**src/design/sfd_pkg.sv**
```systemverilog
// Shared types and constants for the signature frame deframer.
// Used by every module of the block; depends on nothing else.
package sfd_pkg;

  localparam int unsigned ByteW = 8;
  localparam int unsigned WordW = 16;
  localparam int unsigned AddrW = 4;
  localparam int unsigned DataW = 32;

  localparam logic [WordW-1:0] StartMarkerRst = 16'd16018;
  localparam logic [WordW-1:0] EndMarkerRst   = 16'd16108;
  localparam logic [WordW-1:0] MaxLengthRst   = 16'd8192;

  // Shortest legal frame: two markers, length and id, no payload.
  localparam logic [WordW-1:0] MinFrame = 16'd8;
  // Header bytes before the body: start marker, length and id; length minus this is the body.
  localparam logic [WordW-1:0] HeaderLen = 16'd6;

  typedef enum logic [1:0] {
    REG_START_MARKER = 2'd0,
    REG_END_MARKER   = 2'd1,
    REG_MAX_LENGTH   = 2'd2,
    REG_UNUSED       = 2'd3
  } reg_idx_t;

  typedef enum logic [2:0] {
    KIND_PAYLOAD    = 3'd0,
    KIND_GOOD       = 3'd1,
    KIND_BAD_START  = 3'd2,
    KIND_BAD_LENGTH = 3'd3,
    KIND_BAD_END    = 3'd4
  } kind_t;

  typedef struct packed {
    logic [WordW-1:0] start_marker;
    logic [WordW-1:0] end_marker;
    logic [WordW-1:0] max_length;
  } cfg_t;

  typedef struct packed {
    kind_t            kind;
    logic [ByteW-1:0] payload_byte;
    logic [WordW-1:0] packet_id;
    logic [WordW-1:0] frame_length;
    logic             last;
  } res_t;

endpackage

```
**src/design/sfd_cfg_regs.sv**
```systemverilog
// APB-style configuration registers of the frame deframer.
// Depends on sfd_pkg for the register map and the cfg_t bundle.
module sfd_cfg_regs (
  input  logic                       clk,
  input  logic                       rst_n,
  input  logic                       psel,
  input  logic                       penable,
  input  logic                       pwrite,
  input  logic [sfd_pkg::AddrW-1:0]  paddr,
  input  logic [sfd_pkg::DataW-1:0]  pwdata,
  output logic [sfd_pkg::DataW-1:0]  prdata,
  output sfd_pkg::cfg_t              cfg
);
  import sfd_pkg::*;

  cfg_t     cfg_r;
  reg_idx_t idx;
  logic     wr_en;

  assign idx   = reg_idx_t'(paddr[AddrW-1:2]);
  assign wr_en = psel && penable && pwrite;

  always_ff @(posedge clk) begin
    if (!rst_n) begin
      cfg_r.start_marker <= StartMarkerRst;
      cfg_r.end_marker   <= EndMarkerRst;
      cfg_r.max_length   <= MaxLengthRst;
    end else if (wr_en) begin
      unique case (idx)
        REG_START_MARKER: cfg_r.start_marker <= pwdata[WordW-1:0];
        REG_END_MARKER:   cfg_r.end_marker   <= pwdata[WordW-1:0];
        REG_MAX_LENGTH:   cfg_r.max_length   <= pwdata[WordW-1:0];
        default: ;
      endcase
    end
  end

  always_comb begin
    prdata = '0;
    unique case (idx)
      REG_START_MARKER: prdata[WordW-1:0] = cfg_r.start_marker;
      REG_END_MARKER:   prdata[WordW-1:0] = cfg_r.end_marker;
      REG_MAX_LENGTH:   prdata[WordW-1:0] = cfg_r.max_length;
      default:          prdata = '0;
    endcase
  end

  assign cfg = cfg_r;

endmodule

```
**src/design/sfd_parser.sv**
```systemverilog
// Frame parser state machine: header, payload and end-marker handling.
// Depends on sfd_pkg; produces at most one result per accepted byte.
module sfd_parser (
  input  logic                      clk,
  input  logic                      rst_n,
  input  sfd_pkg::cfg_t             cfg,
  input  logic                      in_fire,
  input  logic [sfd_pkg::ByteW-1:0] rx_byte,
  output logic                      res_valid,
  output sfd_pkg::res_t             res
);
  import sfd_pkg::*;

  typedef enum logic [2:0] {
    PH_START_LO = 3'd0,
    PH_START_HI = 3'd1,
    PH_LEN_LO   = 3'd2,
    PH_LEN_HI   = 3'd3,
    PH_ID_LO    = 3'd4,
    PH_ID_HI    = 3'd5,
    PH_BODY     = 3'd6
  } phase_t;

  phase_t           phase_r,       phase_nxt;
  logic [WordW-1:0] byte_count_r,  byte_count_nxt;
  logic [ByteW-1:0] marker_low_r,  marker_low_nxt;
  logic [WordW-1:0] length_held_r, length_held_nxt;
  logic [WordW-1:0] id_held_r,     id_held_nxt;
  logic [WordW-1:0] word;
  logic             hit;

  assign word = {rx_byte, marker_low_r};

  always_comb begin
    phase_nxt       = phase_r;
    byte_count_nxt  = byte_count_r;
    marker_low_nxt  = marker_low_r;
    length_held_nxt = length_held_r;
    id_held_nxt     = id_held_r;
    hit             = 1'b0;
    res             = '0;
    res.kind        = KIND_PAYLOAD;
    unique case (phase_r)
      PH_START_HI: begin
        if (word != cfg.start_marker) begin
          phase_nxt = PH_START_LO;
          hit       = 1'b1;
          res.kind  = KIND_BAD_START;
          res.last  = 1'b1;
        end else begin
          phase_nxt = PH_LEN_LO;
        end
      end
      PH_LEN_LO: begin
        length_held_nxt = {{(WordW-ByteW){1'b0}}, rx_byte};
        phase_nxt       = PH_LEN_HI;
      end
      PH_LEN_HI: begin
        length_held_nxt = {rx_byte, length_held_r[ByteW-1:0]};
        if (length_held_nxt < MinFrame || length_held_nxt > cfg.max_length) begin
          phase_nxt        = PH_START_LO;
          hit              = 1'b1;
          res.kind         = KIND_BAD_LENGTH;
          res.frame_length = length_held_nxt;
          res.last         = 1'b1;
        end else begin
          phase_nxt = PH_ID_LO;
        end
      end
      PH_ID_LO: begin
        id_held_nxt = {{(WordW-ByteW){1'b0}}, rx_byte};
        phase_nxt   = PH_ID_HI;
      end
      PH_ID_HI: begin
        id_held_nxt    = {rx_byte, id_held_r[ByteW-1:0]};
        byte_count_nxt = length_held_r - HeaderLen;
        phase_nxt      = PH_BODY;
      end
      PH_BODY: begin
        if (byte_count_r > 16'd2) begin
          byte_count_nxt   = byte_count_r - 16'd1;
          hit              = 1'b1;
          res.kind         = KIND_PAYLOAD;
          res.payload_byte = rx_byte;
          res.packet_id    = id_held_r;
          res.frame_length = length_held_r;
        end else if (byte_count_r == 16'd2) begin
          marker_low_nxt = rx_byte;
          byte_count_nxt = 16'd1;
        end else begin
          byte_count_nxt   = '0;
          phase_nxt        = PH_START_LO;
          hit              = 1'b1;
          res.kind         = (word == cfg.end_marker) ? KIND_GOOD : KIND_BAD_END;
          res.packet_id    = id_held_r;
          res.frame_length = length_held_r;
          res.last         = 1'b1;
        end
      end
      default: begin
        // Waiting for the first start byte; also recovers from any unused code.
        marker_low_nxt  = rx_byte;
        length_held_nxt = '0;
        id_held_nxt     = '0;
        byte_count_nxt  = '0;
        phase_nxt       = PH_START_HI;
      end
    endcase
  end

  assign res_valid = in_fire && hit;

  always_ff @(posedge clk) begin
    if (!rst_n) begin
      phase_r       <= PH_START_LO;
      byte_count_r  <= '0;
      marker_low_r  <= '0;
      length_held_r <= '0;
      id_held_r     <= '0;
    end else if (in_fire) begin
      phase_r       <= phase_nxt;
      byte_count_r  <= byte_count_nxt;
      marker_low_r  <= marker_low_nxt;
      length_held_r <= length_held_nxt;
      id_held_r     <= id_held_nxt;
    end
  end

  // The body always has at least one end-marker byte still due.
  a_body_count: assert property (@(posedge clk) disable iff (!rst_n)
    (phase_r == PH_BODY) |-> (byte_count_r != '0))
    else $error("body phase with zero byte count");

  // Payload results come only from the body and never close a frame.
  a_payload_src: assert property (@(posedge clk) disable iff (!rst_n)
    (res_valid && res.kind == KIND_PAYLOAD) |-> (phase_r == PH_BODY && !res.last))
    else $error("payload result outside body");

endmodule

```
**src/design/sfd_out_stage.sv**
```systemverilog
// Result register with a skid entry, so input is taken while a result waits.
// Depends on sfd_pkg for the res_t bundle.
module sfd_out_stage (
  input  logic          clk,
  input  logic          rst_n,
  input  logic          res_valid,
  input  sfd_pkg::res_t res,
  output logic          full,
  output logic          out_valid,
  input  logic          out_stall,
  output sfd_pkg::res_t out_res
);
  import sfd_pkg::*;

  logic out_valid_r;
  logic skid_valid_r;
  res_t out_res_r;
  res_t skid_r;
  logic out_take;

  assign out_take = out_valid_r && !out_stall;

  always_ff @(posedge clk) begin
    if (!rst_n) begin
      out_valid_r  <= 1'b0;
      skid_valid_r <= 1'b0;
    end else begin
      if (!out_valid_r || out_take) begin
        out_valid_r  <= skid_valid_r || res_valid;
        skid_valid_r <= 1'b0;
      end else if (res_valid) begin
        skid_valid_r <= 1'b1;
      end
    end
  end

  always_ff @(posedge clk) begin
    if (!out_valid_r || out_take) begin
      out_res_r <= skid_valid_r ? skid_r : res;
    end else if (res_valid) begin
      skid_r <= res;
    end
  end

  assign full      = skid_valid_r;
  assign out_valid = out_valid_r;
  assign out_res   = out_res_r;

  // The skid entry is only used behind a waiting result.
  a_skid_behind: assert property (@(posedge clk) disable iff (!rst_n)
    skid_valid_r |-> out_valid_r)
    else $error("skid entry holds a result while the output is empty");

  // A drained skid entry moves into the output register.
  a_skid_moves: assert property (@(posedge clk) disable iff (!rst_n)
    (skid_valid_r && !out_stall) |=> (out_valid_r && !skid_valid_r))
    else $error("skid entry lost on drain");

endmodule

```
**src/design/signature_frame_deframer_top.sv**
```systemverilog
// Signature frame deframer: parses marker/length/id framed byte streams.
// Each result is registered in the output stage (its skid entry while the output register waits).
// Throughput: one byte per cycle; in_stall rises only when both the output register
// and its skid entry hold results that the sink has not taken.
// Reset (rst_n, synchronous): the parser waits for a start byte, no result is
// pending, and the registers return to 16018, 16108 and 8192.
module signature_frame_deframer_top (
  input  logic                      clk,
  input  logic                      rst_n,
  // Configuration port.
  input  logic                      psel,
  input  logic                      penable,
  input  logic                      pwrite,
  input  logic [sfd_pkg::AddrW-1:0] paddr,
  input  logic [sfd_pkg::DataW-1:0] pwdata,
  output logic [sfd_pkg::DataW-1:0] prdata,
  output logic                      pready,
  // Received byte stream, one item per byte.
  input  logic                      in_valid,
  output logic                      in_stall,
  input  logic [sfd_pkg::ByteW-1:0] in_rx_byte,
  // Result items.
  output logic                      out_valid,
  input  logic                      out_stall,
  output logic [2:0]                out_kind,
  output logic [sfd_pkg::ByteW-1:0] out_payload_byte,
  output logic [sfd_pkg::WordW-1:0] out_packet_id,
  output logic [sfd_pkg::WordW-1:0] out_frame_length,
  output logic                      out_last
);
  import sfd_pkg::*;

  cfg_t cfg;
  res_t res;
  res_t out_res;
  logic res_valid;
  logic full;
  logic in_fire;

  // The configuration port never waits.
  assign pready = 1'b1;

  // An item is taken whenever the skid entry is free, so a result waiting in
  // the output register does not hold back the byte stream.
  assign in_stall = full;
  assign in_fire  = in_valid && !full;

  sfd_cfg_regs u_cfg (
    .clk     (clk),
    .rst_n   (rst_n),
    .psel    (psel),
    .penable (penable),
    .pwrite  (pwrite),
    .paddr   (paddr),
    .pwdata  (pwdata),
    .prdata  (prdata),
    .cfg     (cfg)
  );

  // The whole per-byte decision is made in one pass from the parser state
  // and the incoming byte; the result lands in the output stage below.
  sfd_parser u_parser (
    .clk       (clk),
    .rst_n     (rst_n),
    .cfg       (cfg),
    .in_fire   (in_fire),
    .rx_byte   (in_rx_byte),
    .res_valid (res_valid),
    .res       (res)
  );

  sfd_out_stage u_out (
    .clk       (clk),
    .rst_n     (rst_n),
    .res_valid (res_valid),
    .res       (res),
    .full      (full),
    .out_valid (out_valid),
    .out_stall (out_stall),
    .out_res   (out_res)
  );

  assign out_kind         = out_res.kind;
  assign out_payload_byte = out_res.payload_byte;
  assign out_packet_id    = out_res.packet_id;
  assign out_frame_length = out_res.frame_length;
  assign out_last         = out_res.last;

endmodule

```
**config.mk**
```make
export PLATFORM = sky130hd
export DESIGN_NAME = signature_frame_deframer_top
export DESIGN_NICKNAME = d
export VERILOG_FILES = /design/src/design/sfd_pkg.sv /design/src/design/sfd_cfg_regs.sv /design/src/design/sfd_parser.sv /design/src/design/sfd_out_stage.sv /design/src/design/signature_frame_deframer_top.sv
export SDC_FILE = /design/constraint.sdc
export NUM_CORES = 1
export LEC_CHECK = 0
export BUFFER_PORTS_ARGS = -buffer_cell sky130_fd_sc_hd__buf_4
export CAP_MARGIN = 20
export CORE_MARGIN = 2
export CORE_UTILIZATION = 45
export DETAILED_ROUTE_END_ITERATION = 10
export HOLD_SLACK_MARGIN = 0.05
export PLACE_DENSITY = 0.72
export SLEW_MARGIN = 10
export SYNTH_ARGS = -nofsm -noshare
export SYNTH_HDL_FRONTEND = slang
export SYNTH_SLANG_ARGS = --single-unit
```
**constraint.sdc**
```tcl
create_clock -name clk -period 5.7 [get_ports clk]
set_input_delay 1.14 -clock clk [delete_from_list [all_inputs] [get_ports clk]]
set_output_delay 1.14 -clock clk [all_outputs]
set_load 0.01 [all_outputs]
```
==> metrics.md <==
| Metric | Value |
|---|---|
| TritonRoute pass-1 iters | 7 |
| CTS tree | built |
| Reg clk slew, reported paths | 0.07 ns |
| Post-synthesis cell count | 1034 |
| Synthesized area per cell | just over 9 µm² |
| Final Max Tran Viols | 0 |
| Chip Width | 150.5 µm |
| Yosys reg bits | 197 |
| TNS Setup | 0 ns |
| Clock Tree Root | clkbuf_16 |
| DRC | 0 |
| Ys flop type | dfxtp_1 |
| GRT Total Usage | 0.2225 |
| CTS HTree Levels | 4 |
| Design Area, Final | around 11000 µm² |
| Gpl congestion | 0.9075 |
| Unrepaired setup endpoints after global routing | no |
| I/O pin count | 130 |
| Hold Path Class | reg -> reg |
| Post-DP HPWL | 16450 µm |
| LEAKAGE | 4.348 nW |
| Share of cells above drive strength 1 | 0.1612 |
| Total CTS buffers | 17 |
| Number of DRC markers in iteration 0 | approximately 800 |
| P&R area growth vs syn | 15.02% |
| Synth warnings | 0 |
| Diode count | 0 |
| FP Rows | 53 |
| Distinct cell type count after synthesis | 61 |
| Initial Util | 0.4597 |
| Max-slew headroom | 0.3065 |
| Max-cap violations | 0 |
| CP Capture Type | register |
| Remaining Overflow, GRT | 0 |
| Netlist Area Pre-Place | 9664 µm² |
| Slew @ Worst Pin | 1.037 ns |
| PwrDens | ~270 nW/µm² |
| Post-route ant nets | 0 |
| CP Class | in -> reg |
| Die height | about 150 µm |
| WP data required | 5.78 ns |
| CP Launch Type | input port |
| Worst-Skew Late Latency | 0.44 ns |
| Clock sinks | 197 |
| Layout Utilization | 0.5288 |
| Routed wire length | approximately 25000 µm |
| Vias | a little under 8000 |
| Clk buf depth | 2 |
| WL/cell | 18.00 µm |
| Min cycle time layout | 3.853 ns |
| Largest net degree at the start of global routing | 48 |
| Vias per inst | 5.672 |
| Most frequent cells in the layout | 195 x nand2_1, 109 x dfxtp_1, 104 x buf_4 |
| Commonest non-fill, non-tap cell in the layout | nand2_1 |
| Crit path max fanout | 44 |
| Sequential share of the synthesized area | 0.4992 |
| Data arrival, critical path | 3.93 ns |
| Core box area | 21020 µm² |
| Max frequency | 259.5 MHz |
| Synth async-reset ratio | 0 |
| # hold bufs at CTS | 0 |
| Initial antenna violation count | 0 |
| Worst VDD drop | 0.1882 mV |
| # nets final | between 1000 and 1500 |
| # port buffers | 94 |
| Die Area | between 20000 and 25000 µm² |
| First-pass GRT wire length | 39270 µm |
| Post-synth EDFFs | 88 |
| Placed cell areas | ~10000 µm² |
| Endpoints failing hold | 0 |
| # Post-CTS Setup Buffers | 0 |
| Status | finished clean |
| Clock Skews | 0.009249 ns |
| CTS resizes | 0 |
| Vias in the first global route | 7246 |
| Final setup violating endpoints | 0 |
| Final Cycle Share | 0.6760 |
state kept, by name, summed over array words and instances, names as in the netlist:
register / cells
u_cfg.cfg: 48
u_out.out_res: 44
u_out.skid_r: 44
u_parser.byte_count_r: 16
u_parser.id_held_r: 16
u_parser.length_held_r: 16
u_parser.marker_low_r: 8
u_parser.phase_r: 3
u_out.full: 1
u_out.out_valid: 1
area by class of cell:
type	count	area, µm²
multi-input combinational	737	4412
fill	1869	9906
tap	275	344.1
clock inverter	15	215.2
clock buffer	17	425.4
sequential	197	4825
inverter	26	97.59
timing repair buffer	106	797.0
through the flow:
stage	total power, mW	instances	hold slack (ns)	worst slack, ns
2_1_floorplan	1.643	1049	0.4273	1.028
3_3_place_gp	1.708	1338	0.4345	1.511
4_1_cts	2.984	1371	0.4533	1.893
5_1_grt	3.062	1373	0.4790	1.681
3_5_place_dp	1.710	1339	0.4429	1.426
6_report	2.984	1373	0.4494	1.847
cell families after synthesis:
family,after synthesis,synth area share
adders and majority gates,19,0.02460
other,2,0.0007771
xor gates and xnor gates,51,0.04622
buffers and inverters,115,0.05308
and+or+nand+nor,401,0.1942
AOI/OAI and AO/OA,196,0.1243
DFF,197,0.4992
muxes,53,0.05761
worst max-delay path, stage by stage:
cell and delay [ns]:
buf_4 0.18, ha_1 0.34, nand4_1 0.18, nor4_1 0.41, a21boi_0 0.23, o31a_1 0.40, o21ai_2 0.09, buf_4 0.25
a31oi_4 0.17, buf_4 0.49
path summary, 6_finish.rpt:
check	cells past startpoint	startpoint	slack [ns]	to
setup / recovery	10	in_rx_byte[7]	1.85	u_out.skid_r[31]
hold / removal	2	u_parser.id_held_r[12]	0.45	u_parser.id_held_r[12]
setup reg to reg	10	u_cfg.cfg[15]	2.30	u_out.skid_r[31]
hold reg to reg	2	u_parser.id_held_r[12]	0.45	u_parser.id_held_r[12]
synthesized netlist by cell type, types with 4 or more instances:
cell type / number / share of area
nor4_1: 11 / 0.0071
a21boi_0: 8 / 0.0062
inv_1: 26 / 0.010
nor3_1: 21 / 0.011
buf_4: 17 / 0.013
ha_1: 19 / 0.025
mux2i_1: 32 / 0.033
and2_1: 29 / 0.019
or3_1: 4 / 0.0026
o31ai_1: 10 / 0.0078
o22ai_1: 4 / 0.0026
and3_1: 6 / 0.0039
o211ai_1: 7 / 0.0054
nand3_1: 48 / 0.025
o21ai_0: 32 / 0.017
buf_1: 6 / 0.0023
xor2_1: 11 / 0.010
a31oi_1: 10 / 0.0065
o2bb2ai_1: 4 / 0.0036
nor2_1: 46 / 0.018
nand4_1: 15 / 0.0097
nor2b_1: 7 / 0.0045
dfxtp_1: 109 / 0.23
mux2_2: 21 / 0.024
xnor2_1: 40 / 0.036
a21oi_1: 84 / 0.044
edfxtp_1: 88 / 0.27
clkbuf_1: 57 / 0.022
a22oi_1: 11 / 0.0085
buf_2: 8 / 0.0041
nand2_1: 196 / 0.076
power by group:
| part | switching (mW) | leakage [nW] | total, mW | internal (mW) |
|---|---|---|---|---|
| Clock | 0.588 | 0.311 | 1.30 | 0.713 |
| Sequential | 0.0143 | 1.89 | 1.49 | 1.48 |
| Combinational | 0.122 | 2.14 | 0.192 | 0.0691 |
| Total | 0.725 | 4.35 | 2.98 | 2.26 |
metal layers:
layer | wire length (µm) | share of wire | global-route usage | vias to the layer above
li1 | - | - | - | 3709
met1 | 11200 | 0.45 | 0.3123 | 3696
met2 | 11170 | 0.45 | 0.3482 | 345
met3 | 1849 | 0.075 | 0.04364 | 38
met4 | 499 | 0.020 | 0.06651 | 0
met5 | 0 | 0 | 0 | -
Power figures use the tool's default switching activity.
